**config.mk**
```make
export PLATFORM = sky130hd
export DESIGN_NAME = mic_slot_dc_block_to_pcm16_unit
export DESIGN_NICKNAME = d
export VERILOG_FILES = /design/src/rtl/core/mdcb_pkg.sv /design/src/rtl/core/mic_slot_dc_block_to_pcm16_unit.sv
export SDC_FILE = /design/constraint.sdc
export NUM_CORES = 1
export LEC_CHECK = 0
export ABC_AREA = 1
export BUFFER_PORTS_ARGS = -buffer_cell sky130_fd_sc_hd__buf_4
export CAP_MARGIN = 10
export CORE_MARGIN = 2
export CORE_UTILIZATION = 53
export CTS_CLUSTER_DIAMETER = 40
export DETAILED_ROUTE_END_ITERATION = 16
export PLACE_DENSITY = 0.75
export SETUP_SLACK_MARGIN = 0.5
export SYNTH_ARGS = -nofsm -noshare
export SYNTH_HDL_FRONTEND = slang
export SYNTH_SLANG_ARGS = --single-unit
```
**constraint.sdc**
```tcl
create_clock -name clk -period 10.47 [get_ports clk]
set_input_delay 2.094 -clock clk [delete_from_list [all_inputs] [get_ports clk]]
set_output_delay 2.094 -clock clk [all_outputs]
set_load 0.02 [all_outputs]
```
**src/rtl/core/mdcb_pkg.sv**
```systemverilog
`timescale 1ns / 1ps
`default_nettype none

package mdcb_pkg;

  // Filter and scaling shifts
  localparam int unsigned DC_SHIFT  = 12;
  localparam int unsigned PCM_SHIFT = 12;

  localparam int unsigned WORD_W = 32;
  localparam int unsigned PCM_W  = 16;

  // Configuration register indexes (byte address = 4 * index)
  localparam logic REG_STEREO_FRAMES = 1'b0;
  localparam logic REG_RIGHT_SLOT    = 1'b1;

  localparam logic signed [WORD_W-1:0] PCM_MAX = 32'sd32767;
  localparam logic signed [WORD_W-1:0] PCM_MIN = -32'sd32768;

endpackage

`default_nettype wire

```
**src/rtl/core/mic_slot_dc_block_to_pcm16_unit.sv**
```systemverilog
`timescale 1ns / 1ps
`default_nettype none
// Two register stages: stage 1 (sample_r) holds the accepted word, stage 2 (pcm_r) the result.
// Throughput: one word per cycle while out_tready is high; the DC level update is one
//   subtract, shift and add in the result stage; the level loop closes through dc_level_r.
// Reset (rst_n low, synchronous): both stages empty, DC level unprimed and zero,
//   stereo_frames and right_slot cleared.
module mic_slot_dc_block_to_pcm16_unit
  import mdcb_pkg::*;
(
  input  wire logic        clk,
  input  wire logic        rst_n,
  // input stream
  input  wire logic        in_tvalid,
  output logic             in_tready,
  input  wire logic [63:0] in_tdata,   // [31:0] left_word, [63:32] right_word
  // result stream
  output logic             out_tvalid,
  input  wire logic        out_tready,
  output logic [15:0]      out_tdata,  // [15:0] pcm_sample
  output logic [0:0]       out_tuser,  // [0] clipped
  // configuration port
  input  wire logic        cfg_psel,
  input  wire logic        cfg_penable,
  input  wire logic        cfg_pwrite,
  input  wire logic [2:0]  cfg_paddr,
  input  wire logic [31:0] cfg_pwdata,
  output logic [31:0]      cfg_prdata,
  output logic             cfg_pready
);

  // ---------------------------------------------------------------- config
  logic stereo_frames_r;
  logic right_slot_r;
  logic cfg_wr;
  logic cfg_idx;

  assign cfg_pready = 1'b1;
  assign cfg_wr     = cfg_psel & cfg_penable & cfg_pwrite & cfg_pready;
  assign cfg_idx    = cfg_paddr[2];

  always_ff @(posedge clk) begin
    if (!rst_n) begin
      stereo_frames_r <= 1'b0;
      right_slot_r    <= 1'b0;
    end else if (cfg_wr) begin
      case (cfg_idx)
        REG_STEREO_FRAMES: stereo_frames_r <= cfg_pwdata[0];
        REG_RIGHT_SLOT:    right_slot_r    <= cfg_pwdata[0];
        default:           ;
      endcase
    end
  end

  always_comb begin
    case (cfg_idx)
      REG_STEREO_FRAMES: cfg_prdata = {31'd0, stereo_frames_r};
      REG_RIGHT_SLOT:    cfg_prdata = {31'd0, right_slot_r};
      default:           cfg_prdata = 32'd0;
    endcase
  end

  // ---------------------------------------------------------------- handshake
  // Stage 1 holds the selected sample; stage 2 is the result register. Stage 1
  // drains whenever the result register is empty or being taken.
  logic s1_valid_r;
  logic out_valid_r;
  logic s1_go;
  logic in_acc;

  assign s1_go     = s1_valid_r & (~out_valid_r | out_tready);
  assign in_tready = ~s1_valid_r | s1_go;
  assign in_acc    = in_tvalid & in_tready;

  always_ff @(posedge clk) begin
    if (!rst_n) begin
      s1_valid_r  <= 1'b0;
      out_valid_r <= 1'b0;
    end else begin
      if (in_tready) s1_valid_r <= in_tvalid;
      if (s1_go)
        out_valid_r <= 1'b1;
      else if (out_tready)
        out_valid_r <= 1'b0;
    end
  end

  // ---------------------------------------------------------------- stage 1
  logic signed [WORD_W-1:0] sample_r;
  logic signed [WORD_W-1:0] sample_nxt;

  // mono mode always takes the left word
  assign sample_nxt = (stereo_frames_r & right_slot_r) ? $signed(in_tdata[63:32])
                                                       : $signed(in_tdata[31:0]);

  always_ff @(posedge clk) begin
    if (in_acc) sample_r <= sample_nxt;
  end

  // ---------------------------------------------------------------- stage 2
  logic                     dc_primed_r;
  logic signed [WORD_W-1:0] dc_level_r;
  logic signed [WORD_W-1:0] dc_base;
  logic signed [WORD_W:0]   dc_diff;
  logic signed [WORD_W:0]   dc_step;
  logic signed [WORD_W-1:0] dc_level_nxt;
  logic signed [WORD_W:0]   centered;
  logic signed [WORD_W-1:0] centered_sat;
  logic signed [WORD_W-1:0] scaled;
  logic [PCM_W-1:0]         pcm_nxt;
  logic                     clip_nxt;
  logic [PCM_W-1:0]         pcm_r;
  logic                     clip_r;

  // first sample loads the level, so its own step is zero
  assign dc_base      = dc_primed_r ? dc_level_r : sample_r;
  assign dc_diff      = {sample_r[WORD_W-1], sample_r} - {dc_base[WORD_W-1], dc_base};
  assign dc_step      = dc_diff >>> DC_SHIFT;
  // level stays between seen samples, so the sum fits 32 bits
  assign dc_level_nxt = dc_base + dc_step[WORD_W-1:0];

  assign centered = {sample_r[WORD_W-1], sample_r} - {dc_level_nxt[WORD_W-1], dc_level_nxt};

  always_comb begin
    if (centered[WORD_W] != centered[WORD_W-1])
      centered_sat = centered[WORD_W] ? {1'b1, {(WORD_W-1){1'b0}}}
                                      : {1'b0, {(WORD_W-1){1'b1}}};
    else
      centered_sat = centered[WORD_W-1:0];
  end

  assign scaled = centered_sat >>> PCM_SHIFT;

  always_comb begin
    if (scaled > PCM_MAX) begin
      pcm_nxt  = PCM_MAX[PCM_W-1:0];
      clip_nxt = 1'b1;
    end else if (scaled < PCM_MIN) begin
      pcm_nxt  = PCM_MIN[PCM_W-1:0];
      clip_nxt = 1'b1;
    end else begin
      pcm_nxt  = scaled[PCM_W-1:0];
      clip_nxt = 1'b0;
    end
  end

  always_ff @(posedge clk) begin
    if (!rst_n) begin
      dc_primed_r <= 1'b0;
      dc_level_r  <= '0;
    end else if (s1_go) begin
      dc_primed_r <= 1'b1;
      dc_level_r  <= dc_level_nxt;
    end
  end

  always_ff @(posedge clk) begin
    if (s1_go) begin
      pcm_r  <= pcm_nxt;
      clip_r <= clip_nxt;
    end
  end

  assign out_tvalid   = out_valid_r;
  assign out_tdata    = pcm_r;
  assign out_tuser[0] = clip_r;

  // ---------------------------------------------------------------- checks
`ifndef SYNTHESIS
  // a clip flag only ever comes with a full-scale sample
  a_clip_full_scale: assert property (@(posedge clk) disable iff (!rst_n)
    (out_valid_r && clip_r) |-> (pcm_r == 16'h7fff || pcm_r == 16'h8000))
    else $error("clipped word without full-scale pcm value");

  // the word that primes the level comes out as silence
  a_prime_silent: assert property (@(posedge clk) disable iff (!rst_n)
    $rose(dc_primed_r) |-> (pcm_r == '0 && !clip_r && out_valid_r))
    else $error("priming word not zero");

  // no result can exist before the level has been primed
  a_primed_before_out: assert property (@(posedge clk) disable iff (!rst_n)
    !dc_primed_r |-> !out_valid_r)
    else $error("result present with unprimed level");
`endif

endmodule

`default_nettype wire
```
Word-level counts from Yosys, hierarchy flattened
Cells that the tools add are included.
{"block": "word_totals", "register_bits": 86, "out_inout_bits": 52, "word_cells": 37}
{"block": "classes", "addsub": 3, "order_cmp": 2, "eq_ne": 1, "mux": 9, "bitwise": 10, "reduce_logical": 3}
{"op": "2-to-1 mux 32 bit", "n": 4}
{"op": "subtractor 32 x 32 -> 33 bit", "n": 2}
{"op": "case mux 32 bit (2 select lines)", "n": 1}
{"op": "adder 32 bit", "n": 1}
{"op": "greater-than comparator 20 x 16 -> 1 bit, second input constant", "n": 1}
{"op": "< comparator 20 x 16 -> 1 bit, second input constant", "n": 1}
{"op": "2-to-1 mux 16 bit", "n": 1}
{"op": "bitwise AND 1 bit", "n": 5}
{"op": "AND reduction 2 bit", "n": 2}
{"op": "2-to-1 mux 1 bit", "n": 3}
{"op": "NOT 1 bit", "n": 3}
{"op": "bitwise OR 1 bit", "n": 2}
{"op": "nonzero test 2 bit", "n": 1}
{"op": "!= test 1 bit", "n": 1}

Longest topological paths before layout
Gate-level depths: netlist of the first run.
{"block": "logic_depth", "ltp_word": 8, "mapped_depth": 54}

Worst setup path after synthesis of the first run
Ideal clock, no wire load.
{"block": "synth_path", "path_kind": "flip-flop to flip-flop", "startpoint": "register dc_primed_r", "endpoint": "register pcm_r[10], in the netlist out_tdata[10] (data pin)", "setup_time_ns": 0.252, "arrival_ns": 7.024, "setup_slack_ns": 3.194, "path_stages_with_launch": 54, "n_path_buf": 2, "cell_sequence": "dfxtp_1 > clkbuf_1 > inv_1 > or2_2 > o21ai_0 > ha_1 > nand2_1 > o21ai_0 > nand3_1 > nand2_1 > nand3_1 > o2111ai_1 > a21oi_1 > o21ai_0 > a21boi_0 > o21ai_0 > a21boi_0 > o21ai_0 > [18 not listed] > ha_1 > nand2_1 > inv_1 > nand3_1 > inv_1 > a21oi_1 > nand3_1 > nand2_1 > nand2_1 > ha_1 > clkinv_1 > nand3_1 > nand2_1 > nor2_2 > nand2_2 > nand2_4 > buf_12 > nand2_2"}
{"block": "synth_between", "elab_chain_len": 8}
{"item": "start, declared", "line_no": "mic_slot_dc_block_to_pcm16_unit.sv:101", "source": "logic dc_primed_r;"}
{"item": "start signal, assigned", "line_no": "mic_slot_dc_block_to_pcm16_unit.sv:149", "source": "dc_primed_r <= 1'b0;"}
{"item": "start signal, assigned", "line_no": "mic_slot_dc_block_to_pcm16_unit.sv:152", "source": "dc_primed_r <= 1'b1;"}
{"item": "2-to-1 mux 32 bit *", "line_no": "mic_slot_dc_block_to_pcm16_unit.sv:116", "source": "assign dc_base = dc_primed_r ? dc_level_r : sample_r;"}
{"item": "subtractor 32 x 32 -> 33 bit", "line_no": "mic_slot_dc_block_to_pcm16_unit.sv:117", "source": "assign dc_diff = {sample_r[WORD_W-1], sample_r} - {dc_base[WORD_W-1], dc_base};"}
{"item": "adder 32 bit *", "line_no": "mic_slot_dc_block_to_pcm16_unit.sv:120", "source": "assign dc_level_nxt = dc_base + dc_step[WORD_W-1:0];"}
{"item": "subtractor 32 x 32 -> 33 bit *", "line_no": "mic_slot_dc_block_to_pcm16_unit.sv:122", "source": "assign centered = {sample_r[WORD_W-1], sample_r} - {dc_level_nxt[WORD_W-1], dc_level_nxt};"}
{"item": "2-to-1 mux 32 bit or != test 1 bit (tied branches)", "line_no": "mic_slot_dc_block_to_pcm16_unit.sv:126, mic_slot_dc_block_to_pcm16_unit.sv:125"}
{"item": "2-to-1 mux 32 bit *", "line_no": "mic_slot_dc_block_to_pcm16_unit.sv:125", "source": "if (centered[WORD_W] != centered[WORD_W-1])"}
{"item": "< comparator 20 x 16 -> 1 bit", "line_no": "mic_slot_dc_block_to_pcm16_unit.sv:138", "source": "end else if (scaled < PCM_MIN) begin"}
{"item": "2-to-1 mux 16 bit", "line_no": "mic_slot_dc_block_to_pcm16_unit.sv:138"}
{"item": "end signal, assigned", "line_no": "mic_slot_dc_block_to_pcm16_unit.sv:159", "source": "pcm_r <= pcm_nxt;"}
{"item": "end, declared", "line_no": "mic_slot_dc_block_to_pcm16_unit.sv:112", "source": "logic [PCM_W-1:0] pcm_r;"}
Mark *: on every way between the ends. The rest lies on a longest branch, timed or not.
A chain may end at the register's enable or synchronous reset.

Worst setup path in the final report of the first run
{"block": "layout_path", "startpoint": "register dc_primed_r", "endpoint": "register pcm_r[3], in the netlist out_tdata[3] (data pin)"}
Same word-level chain as after synthesis.

==> impl_metrics.tcl, run 1 <==
set metrics [dict create \
    critical_path.startpoint_type "flip-flop" \
    worst_hold_path.endpoint "dc_level_r[0]" \
    synth.distinct_cells 53 \
    nets 1797 \
    worstSetupEndpointType "flip-flop" \
    power_uw 3440 \
    finalMaxSlewViolations 0 \
    max_freq_mhz 113 \
    tritoncts "done" \
    grt_overflow 0 \
    synth-main-ff-cell "edfxtp_1" \
    largest_stage_delay_on_the_critical_path_ps 530 \
    clk_pin_slew_ps 70 \
    timing.slew.headroom_pct 23.1 \
    synth_area_per_cell_sq_um 6.53 \
    finalCoreUtilization_pct 59.4 \
    synth_largest_type_area_fraction_pct 16.0 \
    cts-hold-fix-buffers 0 \
    timing.hold.worst.start "dc_level_r[0]" \
    layout-drive-gt1-share_pct 16.6 \
    final_layout_setup_total_negative_slack_ps 0 \
    asyncSetResetFlopFracSynth_pct 0 \
    root_buffer "clkbuf_16" \
    finalHoldViolations 0 \
    ys_seq_area_share_pct 22.2 \
    gp_routability_congestion 1.03 \
    fin_worst_skew_ps 15.0 \
    die_width_um 141 \
    critPathMostFrequentCell "nand2_1" \
    cts_buffers 9 \
    worst_hold_path.num_cells 2 \
    post-route-min-period_ps 8880 \
    netlist_instances 1526 \
    dpl.cell_count 1831 \
    floorplan.initialDensity_pct 53.6 \
    fin_cells 1847 \
    via_density 5.29 \
    worst_r2r_setup_slack_ps 1590 \
    numPortBuffers 92 \
    postRouteWirelength_mm 26.7 \
    fp.coreArea_sq_um 18600 \
    worstHoldPathType "reg -> reg" \
    run_status "finished, final reports clean" \
    cellLeakagePower_uw 0.00592 \
    critical-path-slowest-cell "ha_1" \
    rsz0062_at_grt "no" \
    yosys_register_bits 86 \
    dp_hpwl_mm 21.9 \
    tightestPinTransition_ps 1150 \
    synth_top_area_cell "nand2_1" \
    cts_htree_levels 3 \
    antenna_violating_nets_post_route 0 \
    power_density_nw_per_um2 311 \
    post_cts_resized 0 \
    postLayoutCellArea_sq_um 11000 \
    crit_required_ps 10570 \
    worst_skew_pair.late_latency_ps 360 \
    grt_util_all_layers_pct 27.2 \
    post_dp_cell_area_sq_um 10700 \
    launch_instance_of_the_worst_register_to_register_path "dc_primed_r" \
    count_of_synthesis_stage_warnings_from_yosys 0 \
    post-cts-setup-buffer-count 0 \
    synth_area_sq_um 9960 \
    synth.most_common_cell "nand2_1" \
    floorplan.die.height_um 141 \
    worstRegToRegCells 51 \
    layout_overhead_on_the_synthesized_area_pct 10.8 \
    most_frequent_cells_after_synthesis "425 x nand2_1, 252 x inv_1, 92 x a21oi_1" \
    arrival_ps 8970 \
    cts_num_sinks 86 \
    path_max_fanout 18 \
    detailedRoute.firstPassIterationCount 5 \
    floorplan.io_pins 158 \
    crit-reg2reg-capture "out_tdata[3]" \
    grt_start_max_net_pins 58 \
    detail_route.wl_per_cell_um 14.4 \
    fp-row-count 50 \
    clock_path_buffers 2 \
    post-route-drc-count 0 \
    vias_in_the_first_global_route 8933 \
    synth.top_cells.by_area "nand2_1 16%, edfxtp_1 15%, ha_1 10%, inv_1 9.5%, dfxtp_1 7.4%" \
    worstSetupPathType "reg -> reg" \
    worst_ir_drop_vdd_mv 0.267 \
    fin_crit_sh_pct 84.8 \
    antenna_found_initial 0 \
    detail_route.iter0.violations 714 \
    dr_total_vias 9767 \
    antenna_cells_inserted 0 \
    dieArea_sq_um 19900 \
    setup_viol_count_final 0 \
    grt_pass1_wl_mm 43.0 \
    synth_edf_count 49 \
    drv_cap 0 \
]
metal layers:
metal | track usage (%) | share of wire [%]
met5 | 0 | 0
met4 | 8.95 | 2.6
met3 | 2.85 | 8.7
met2 | 44.7 | 44
met1 | 37.5 | 44
state kept, by name, summed over array words and instances (netlist names):
signal,cells
right_slot_r,1
dc_primed_r,1
out_tuser,1
out_tvalid,1
dc_level_r,32
sample_r,32
out_tdata,16
s1_valid_r,1
stereo_frames_r,1
cells in the final DEF, fill, tap and decap left out, types with 32 or more instances in the layout:
cell type and instances:
inv_1 251, nor2_1 71, nand2_1 425, conb_1 32
nand2_2 46, nand3_1 86, a21oi_1 92, mux2_2 32
ha_1 82, dfxtp_1 37, o21ai_0 85, buf_4 95
edfxtp_1 49
area by class of cell:
type / count / area (sq um)
fill: 1786 / 7540
multi-input combinational: 1148 / 6500
sequential: 86 / 2210
inverter: 268 / 1010
timing repair buffer: 95 / 713
tap: 234 / 293
clock buffer: 10 / 239
clock inverter: 6 / 70.1
worst max path at each step:
stage	slack [ps]	startpoint	to	depth (start not counted)
final	1590	dc_primed_r	out_tdata[3]	51
after global routing	720	dc_primed_r	out_tdata[3]	51
after CTS	1650	dc_primed_r	out_tdata[3]	46
after detailed placement	1700	dc_primed_r	out_tdata[3]	46
after floorplan	3190	dc_primed_r	out_tdata[10]	53
after global placement	1810	dc_primed_r	out_tdata[0]	46
critical path: cells and delay by family (launching register included):
kind                     cells  cell delay [ps]
XOR/XNOR                     1              150
buffers and inverters        5              900
adder cells (fa/ha/maj)      4             1520
AND/OR/NAND/NOR             30             3270
flip-flops                   1              310
AO/OA/AOI/OAI               11             2430
power by group:
part,total [uW],switching (uW),internal [uW]
clock,342,148,193
sequential,517,27.4,490
combinational,2580,1680,896
cell families (layout without fill, tap and decap cells):
kind of cell	Yosys count	in the layout	synth area share [%]
other cells	2	32	0.0754
buf+inv	322	379	13.6
mux	32	32	3.62
compound gates	235	235	13.2
xor+xnor	45	45	3.96
simple gates	721	721	32.8
flops	86	86	22.2
fa+ha+maj	83	83	10.5
per-stage QoR:
| step | worst slack (ps) | hold WS, ps |
|---|---|---|
| after floorplan | 3190 | 455 |
| after global placement | 1810 | 467 |
| after detailed placement | 1700 | 477 |
| after CTS | 1650 | 488 |
| after global routing | 722 | 505 |
| final | 1590 | 491 |
No activity file was read; power rests on OpenSTA's default activity.
==> inputs of run 2 (changes only) <==
==> constraint.sdc (replaced) <==
create_clock -name clk -period 9.14 [get_ports clk]
set_input_delay 1.828 -clock clk [delete_from_list [all_inputs] [get_ports clk]]
set_output_delay 1.828 -clock clk [all_outputs]
set_load 0.02 [all_outputs]
==> run 2 against run 1 <==
Via count decreased by 0.62%. Register-to-register slack got worse by 380 ps. Sequential power increased by 15%. First-iteration DRC count decreased by 14%. Count of clock-buffer cells in the layout unchanged. Clock skew decreased by 0.71 ps. Cell count increased by 0.27%. Power increased by 15%. Clock power increased by 6%. Critical path type unchanged.
==> impl_metrics.tcl, run 2 (synthesized netlist as in run 1, its figures left out) <==
set metrics [dict create \
    run_status "finished, final reports clean" \
    setup_viol_count_final 0 \
    cts_buffers 9 \
    detailedRoute.firstPassIterationCount 5 \
    internal_power_uw 1800 \
    switching_power_uw 2140 \
    vias_in_the_first_global_route 8643 \
    gp_routability_congestion 1.02 \
    largest_stage_delay_on_the_critical_path_ps 390 \
    power.combinational.fraction_pct 75.8 \
    worst_setup_path_startpoint "dc_primed_r" \
    layout_overhead_on_the_synthesized_area_pct 11.2 \
    clk_pin_slew_ps 70 \
    timing.slew.headroom_pct 22.9 \
    numPortBuffers 92 \
    critPathMostFrequentCell "nand2_1" \
    antenna_violating_nets_post_route 0 \
    worst_r2r_setup_slack_ps 1210 \
    path_max_fanout 16 \
    power_density_nw_per_um2 356 \
    grt_pass1_wl_mm 43.0 \
    via_density 5.24 \
    grt.met3_usage_pct 2.58 \
    grt_overflow 0 \
    critical_path.top_delay_family "simple AND/OR/NAND/NOR gates" \
    crit_required_ps 9250 \
    tightestPinTransition_ps 1160 \
    endpoint "out_tdata[1]" \
    worstRegToRegCells 51 \
    critical_path_buf_inv_count 5 \
    global_route.peak_usage_layer "met2" \
    dieArea_sq_um 19900 \
    final_layout_setup_total_negative_slack_ps 0 \
    final.hold.worst_slack_ps 489 \
    power_uw 3940 \
    root_buffer "clkbuf_16" \
    worstSetupEndpointType "flip-flop" \
    floorplan.die.height_um 141 \
    area.sequential_sq_um 2210 \
    critical_path.startpoint_type "flip-flop" \
    rsz0062_at_grt "no" \
    final.fill_count 1744 \
    fp-row-count 50 \
    worst_ir_drop_vdd_mv 0.234 \
    post-route-drc-count 0 \
    clock_path_buffers 2 \
    nets 1802 \
    arrival_ps 8030 \
    mostFrequentLayoutCell "nand2_1" \
    finalMaxSlewViolations 0 \
    crit-reg2reg-capture "out_tdata[1]" \
    gr-usage-met1_pct 38.5 \
    sequentialPowerShare_pct 15.0 \
    dr_total_vias 9706 \
    drv_cap 0 \
    dp_hpwl_mm 22.2 \
    finalWorstSetupSlack_ps 1210 \
    worst_skew_pair.late_latency_ps 360 \
    place_ws_ps 464 \
    floorplan.io_pins 158 \
    detail_route.wl_per_cell_um 14.6 \
    floorplan.initialDensity_pct 53.6 \
    fp.coreArea_sq_um 18600 \
    detail_route.iter0.violations 617 \
    grt_util_all_layers_pct 27.2 \
    most-common-layout-cells "424 x nand2_1, 250 x inv_1, 98 x buf_4" \
    grt_start_max_net_pins 58 \
    switching_share_of_power_pct 54.2 \
    critical_path_cell_count 51 \
    fin_cells 1852 \
    clockPowerShare_pct 9.2 \
    layout-drive-gt1-share_pct 17.3 \
    cellLeakagePower_uw 0.00593 \
    antenna_found_initial 0 \
    post-route-min-period_ps 7930 \
    grt_use_met2_pct 44.0 \
    fin_worst_skew_ps 14.3 \
    launch_instance_of_the_worst_register_to_register_path "dc_primed_r" \
    multi_input_comb_area_sq_um 6530 \
    critical-path-slowest-cell "dfxtp_2" \
    cts-hold-fix-buffers 0 \
    worstHoldPathType "reg -> reg" \
    cts_num_sinks 86 \
    tritoncts "done" \
    max_freq_mhz 126 \
    worstSetupPathType "reg -> reg" \
    die_width_um 141 \
    postRouteWirelength_mm 27.0 \
    finalHoldViolations 0 \
    antenna_cells_inserted 0 \
    fin_crit_sh_pct 86.7 \
    dpl.cell_count 1832 \
    cts_htree_levels 3 \
]
run 2: worst register-to-register path: cells and delay by family (launching register included):
kind                       cells  cell delay (ps)
and+or+nand+nor               30             3360
AOI/OAI and AO/OA             11             2120
adders and majority gates      4             1200
buffers and inverters          5              500
DFF                            1              390
xor gates and xnor gates       1              150
run 2: repair_timing:
action,CTS,global route
pin swaps,0,0
hold endpoints to repair,0,0
cloned,0,1
setup endpoints to repair,16,16
resized for setup,2,15
buffers inserted,0,3
run 2: worst min path at each step:
stage                              from             to  cells after the start
after global routing      dc_level_r[0]  dc_level_r[0]                      2
after floorplan           dc_level_r[0]  dc_level_r[0]                      2
after detailed placement  dc_level_r[0]  dc_level_r[0]                      2
after CTS                 dc_level_r[0]  dc_level_r[0]                      2
final                     dc_level_r[0]  dc_level_r[0]                      2
after global placement    dc_level_r[0]  dc_level_r[0]                      2
run 2: area by class of cell:
type,instances,share of cell area [%]
Clock inverter,6,0.429
Timing Repair Buffer,99,6.74
Timing Repair inverter,1,0.0452
Multi-Input combinational cell,1148,59.0
Sequential cell,86,20.0
Inverter,268,9.12
Clock buffer,10,2.07
Tap cell,234,2.64
run 2: metrics by stage:
step	util, %	area [sq um]
floorplan	-	10100
global placement	57.8	10700
detailed placement	57.8	10700
CTS	59.3	11000
global route	59.6	11100
finish	59.6	11100
run 2: power groups by stage:
| stage | clock network, uW | registers [uW] | logic [uW] |
|---|---|---|---|
| after floorplan | 0 | 644 | 2400 |
| after global placement | 0 | 598 | 2870 |
| after detailed placement | 0 | 599 | 2920 |
| after CTS | 365 | 592 | 2940 |
| after global routing | 378 | 598 | 3420 |
| final | 361 | 593 | 2990 |
run 2: layer usage:
metal	wire length [um]	part of all wire [%]	vias up
met2	12000	44	329
met4	630	2.3	0
met1	12400	46	4291
li1	-	-	5050
met3	2040	7.5	36
met5	0	0	-
==> inputs of run 3 (changes only) <==
--- a/config.mk
+++ b/config.mk
@@ -12,6 +12,7 @@
 export CORE_UTILIZATION = 53
 export CTS_CLUSTER_DIAMETER = 40
 export DETAILED_ROUTE_END_ITERATION = 16
+export MAX_ROUTING_LAYER = met4
 export PLACE_DENSITY = 0.75
 export SETUP_SLACK_MARGIN = 0.5
 export SYNTH_ARGS = -nofsm -noshare
==> run 3 against run 2 <==
Maximum frequency down 1.4%. Cell count unchanged. First-iteration DRC count down 9.4%. Largest power group unchanged. Count of clock-buffer cells in the layout unchanged. Clock skew down 2.4 ps. Sequential cell count unchanged. Critical path type unchanged. Global-route usage up 0.91 points.
==> impl_metrics.tcl, run 3 (synthesized netlist as in run 1, its figures left out) <==
set metrics [dict create \
    run_status "finished, final reports clean" \
    worstSetupEndpointType "flip-flop" \
    worst_ir_drop_vdd_mv 0.234 \
    grt_pass1_wl_mm 43.1 \
    grt_overflow 0 \
    floorplan.die.height_um 141 \
    layout_overhead_on_the_synthesized_area_pct 11.5 \
    grt_util_all_layers_pct 28.1 \
    detail_route.iter0.violations 559 \
    fin_cells 1852 \
    antenna_cells_inserted 0 \
    dieArea_sq_um 19900 \
    power_uw 3970 \
    max_freq_mhz 124 \
    cts_num_sinks 86 \
    switching_share_of_power_pct 54.3 \
    fp-row-count 50 \
    internal_power_uw 1810 \
    largest_stage_delay_on_the_critical_path_ps 590 \
    timing.slew.headroom_pct 25.4 \
    die_width_um 141 \
    gp_routability_congestion 0.997 \
    vias_in_the_first_global_route 8878 \
    worst_skew_pair.late_latency_ps 360 \
    most-common-layout-cells "424 x nand2_1, 250 x inv_1, 97 x buf_4" \
    nets 1802 \
    tritoncts "done" \
    root_buffer "clkbuf_16" \
    dp_hpwl_mm 22.4 \
    finalMaxSlewViolations 0 \
    cts_buffers 9 \
    power_density_nw_per_um2 358 \
    dr_total_vias 9803 \
    clock_path_buffers 2 \
    final_layout_setup_total_negative_slack_ps 0 \
    finalHoldViolations 0 \
    critical_path.startpoint_type "flip-flop" \
    crit_required_ps 9250 \
    detail_route.wl_per_cell_um 14.7 \
    dpl.cell_count 1832 \
    cts_htree_levels 3 \
    grt_start_max_net_pins 58 \
    sequentialPowerShare_pct 15.0 \
    rsz0062_at_grt "no" \
    tightestPinTransition_ps 1120 \
    final.fill_count 1795 \
    antenna_found_initial 0 \
    numPortBuffers 92 \
    fp.coreArea_sq_um 18600 \
    setup_viol_count_final 0 \
    cellLeakagePower_uw 0.00593 \
    postRouteWirelength_mm 27.3 \
    post-route-min-period_ps 8040 \
    path_max_fanout 16 \
    critPathMostFrequentCell "nand2_1" \
    clk_pin_slew_ps 70 \
    clockPowerShare_pct 9.0 \
    fin_crit_sh_pct 88.0 \
    worstHoldPathType "reg -> reg" \
    layout-drive-gt1-share_pct 17.2 \
    cts-hold-fix-buffers 0 \
    detailedRoute.firstPassIterationCount 6 \
    antenna_violating_nets_post_route 0 \
    power.combinational.fraction_pct 76.0 \
    post-route-drc-count 0 \
    drv_cap 0 \
    switching_power_uw 2160 \
    fin_worst_skew_ps 11.9 \
    worstSetupPathType "reg -> reg" \
    floorplan.initialDensity_pct 53.6 \
    mostFrequentLayoutCell "nand2_1" \
    floorplan.io_pins 158 \
    arrival_ps 8150 \
    via_density 5.29 \
    critical-path-slowest-cell "nor4_1" \
]
==> run 3: cell counts in the layout (fill, tap and decap cells not counted) <==
No cell type changed its count.
==> run 3: path summary, 6_finish.rpt <==
kind	start	endpoint	slack, ps	cells after the start
max	dc_primed_r	out_tdata[3]	1100	44
min	dc_level_r[0]	dc_level_r[0]	490	2
max reg2reg	dc_primed_r	out_tdata[3]	1100	44
min reg2reg	dc_level_r[0]	dc_level_r[0]	490	2
==> run 3: through the flow <==
stage	instance area (sq um)	util [%]	hold slack [ps]	worst slack, ps
after floorplan	10100	-	455	1860
after global placement	10700	57.8	466	508
after detailed placement	10700	57.8	482	230
after CTS	11000	59.3	496	534
after global routing	11100	59.8	506	529
final	11100	59.8	492	1100
==> run 3: final cells by class <==
type,instances,area (sq um),area share (%)
inverters,268,1010,9.10
repair inverters,1,5.00,0.0451
repair buffers,99,767,6.91
clock buffers,10,229,2.06
well taps,234,293,2.64
multi-input cells,1148,6540,58.9
clock inverters,6,47.5,0.428
flip-flops and latches,86,2210,19.9
==> run 3: metal layers <==
metal  wire [um]  up-vias  GRT usage [%]  share of wire [%]
li1            -     5065              -                  -
met3        1870       39           3.43                6.8
met1       12700     4374           37.4                 46
met5           0        -              -                  0
met2       12100      325           44.9                 44
met4         661        0           8.89                2.4
==> run 3: critical path: cells and delay by family, from the launching register on <==
family / cells / cell delay, ps
and+or+nand+nor: 28 / 3990
adders and majority gates: 4 / 1380
AOI/OAI and AO/OA: 4 / 830
buffers and inverters: 6 / 760
xor gates and xnor gates: 2 / 420
DFF: 1 / 400
==> run 3: power groups by stage <==
| stage | Sequential [uW] | Combinational (uW) | Clock (uW) |
|---|---|---|---|
| final | 595 | 3020 | 359 |
| after floorplan | 644 | 2400 | 0 |
| after detailed placement | 600 | 2930 | 0 |
| after global routing | 599 | 3400 | 373 |
| after CTS | 593 | 2950 | 362 |
| after global placement | 599 | 2870 | 0 |
==> run 3: repair_timing <==
item                       CTS  global route
buffers inserted             0             2
pin swaps                    0             1
gates cloned                 0             1
setup endpoints to repair   16            16
gates resized for setup      4            13
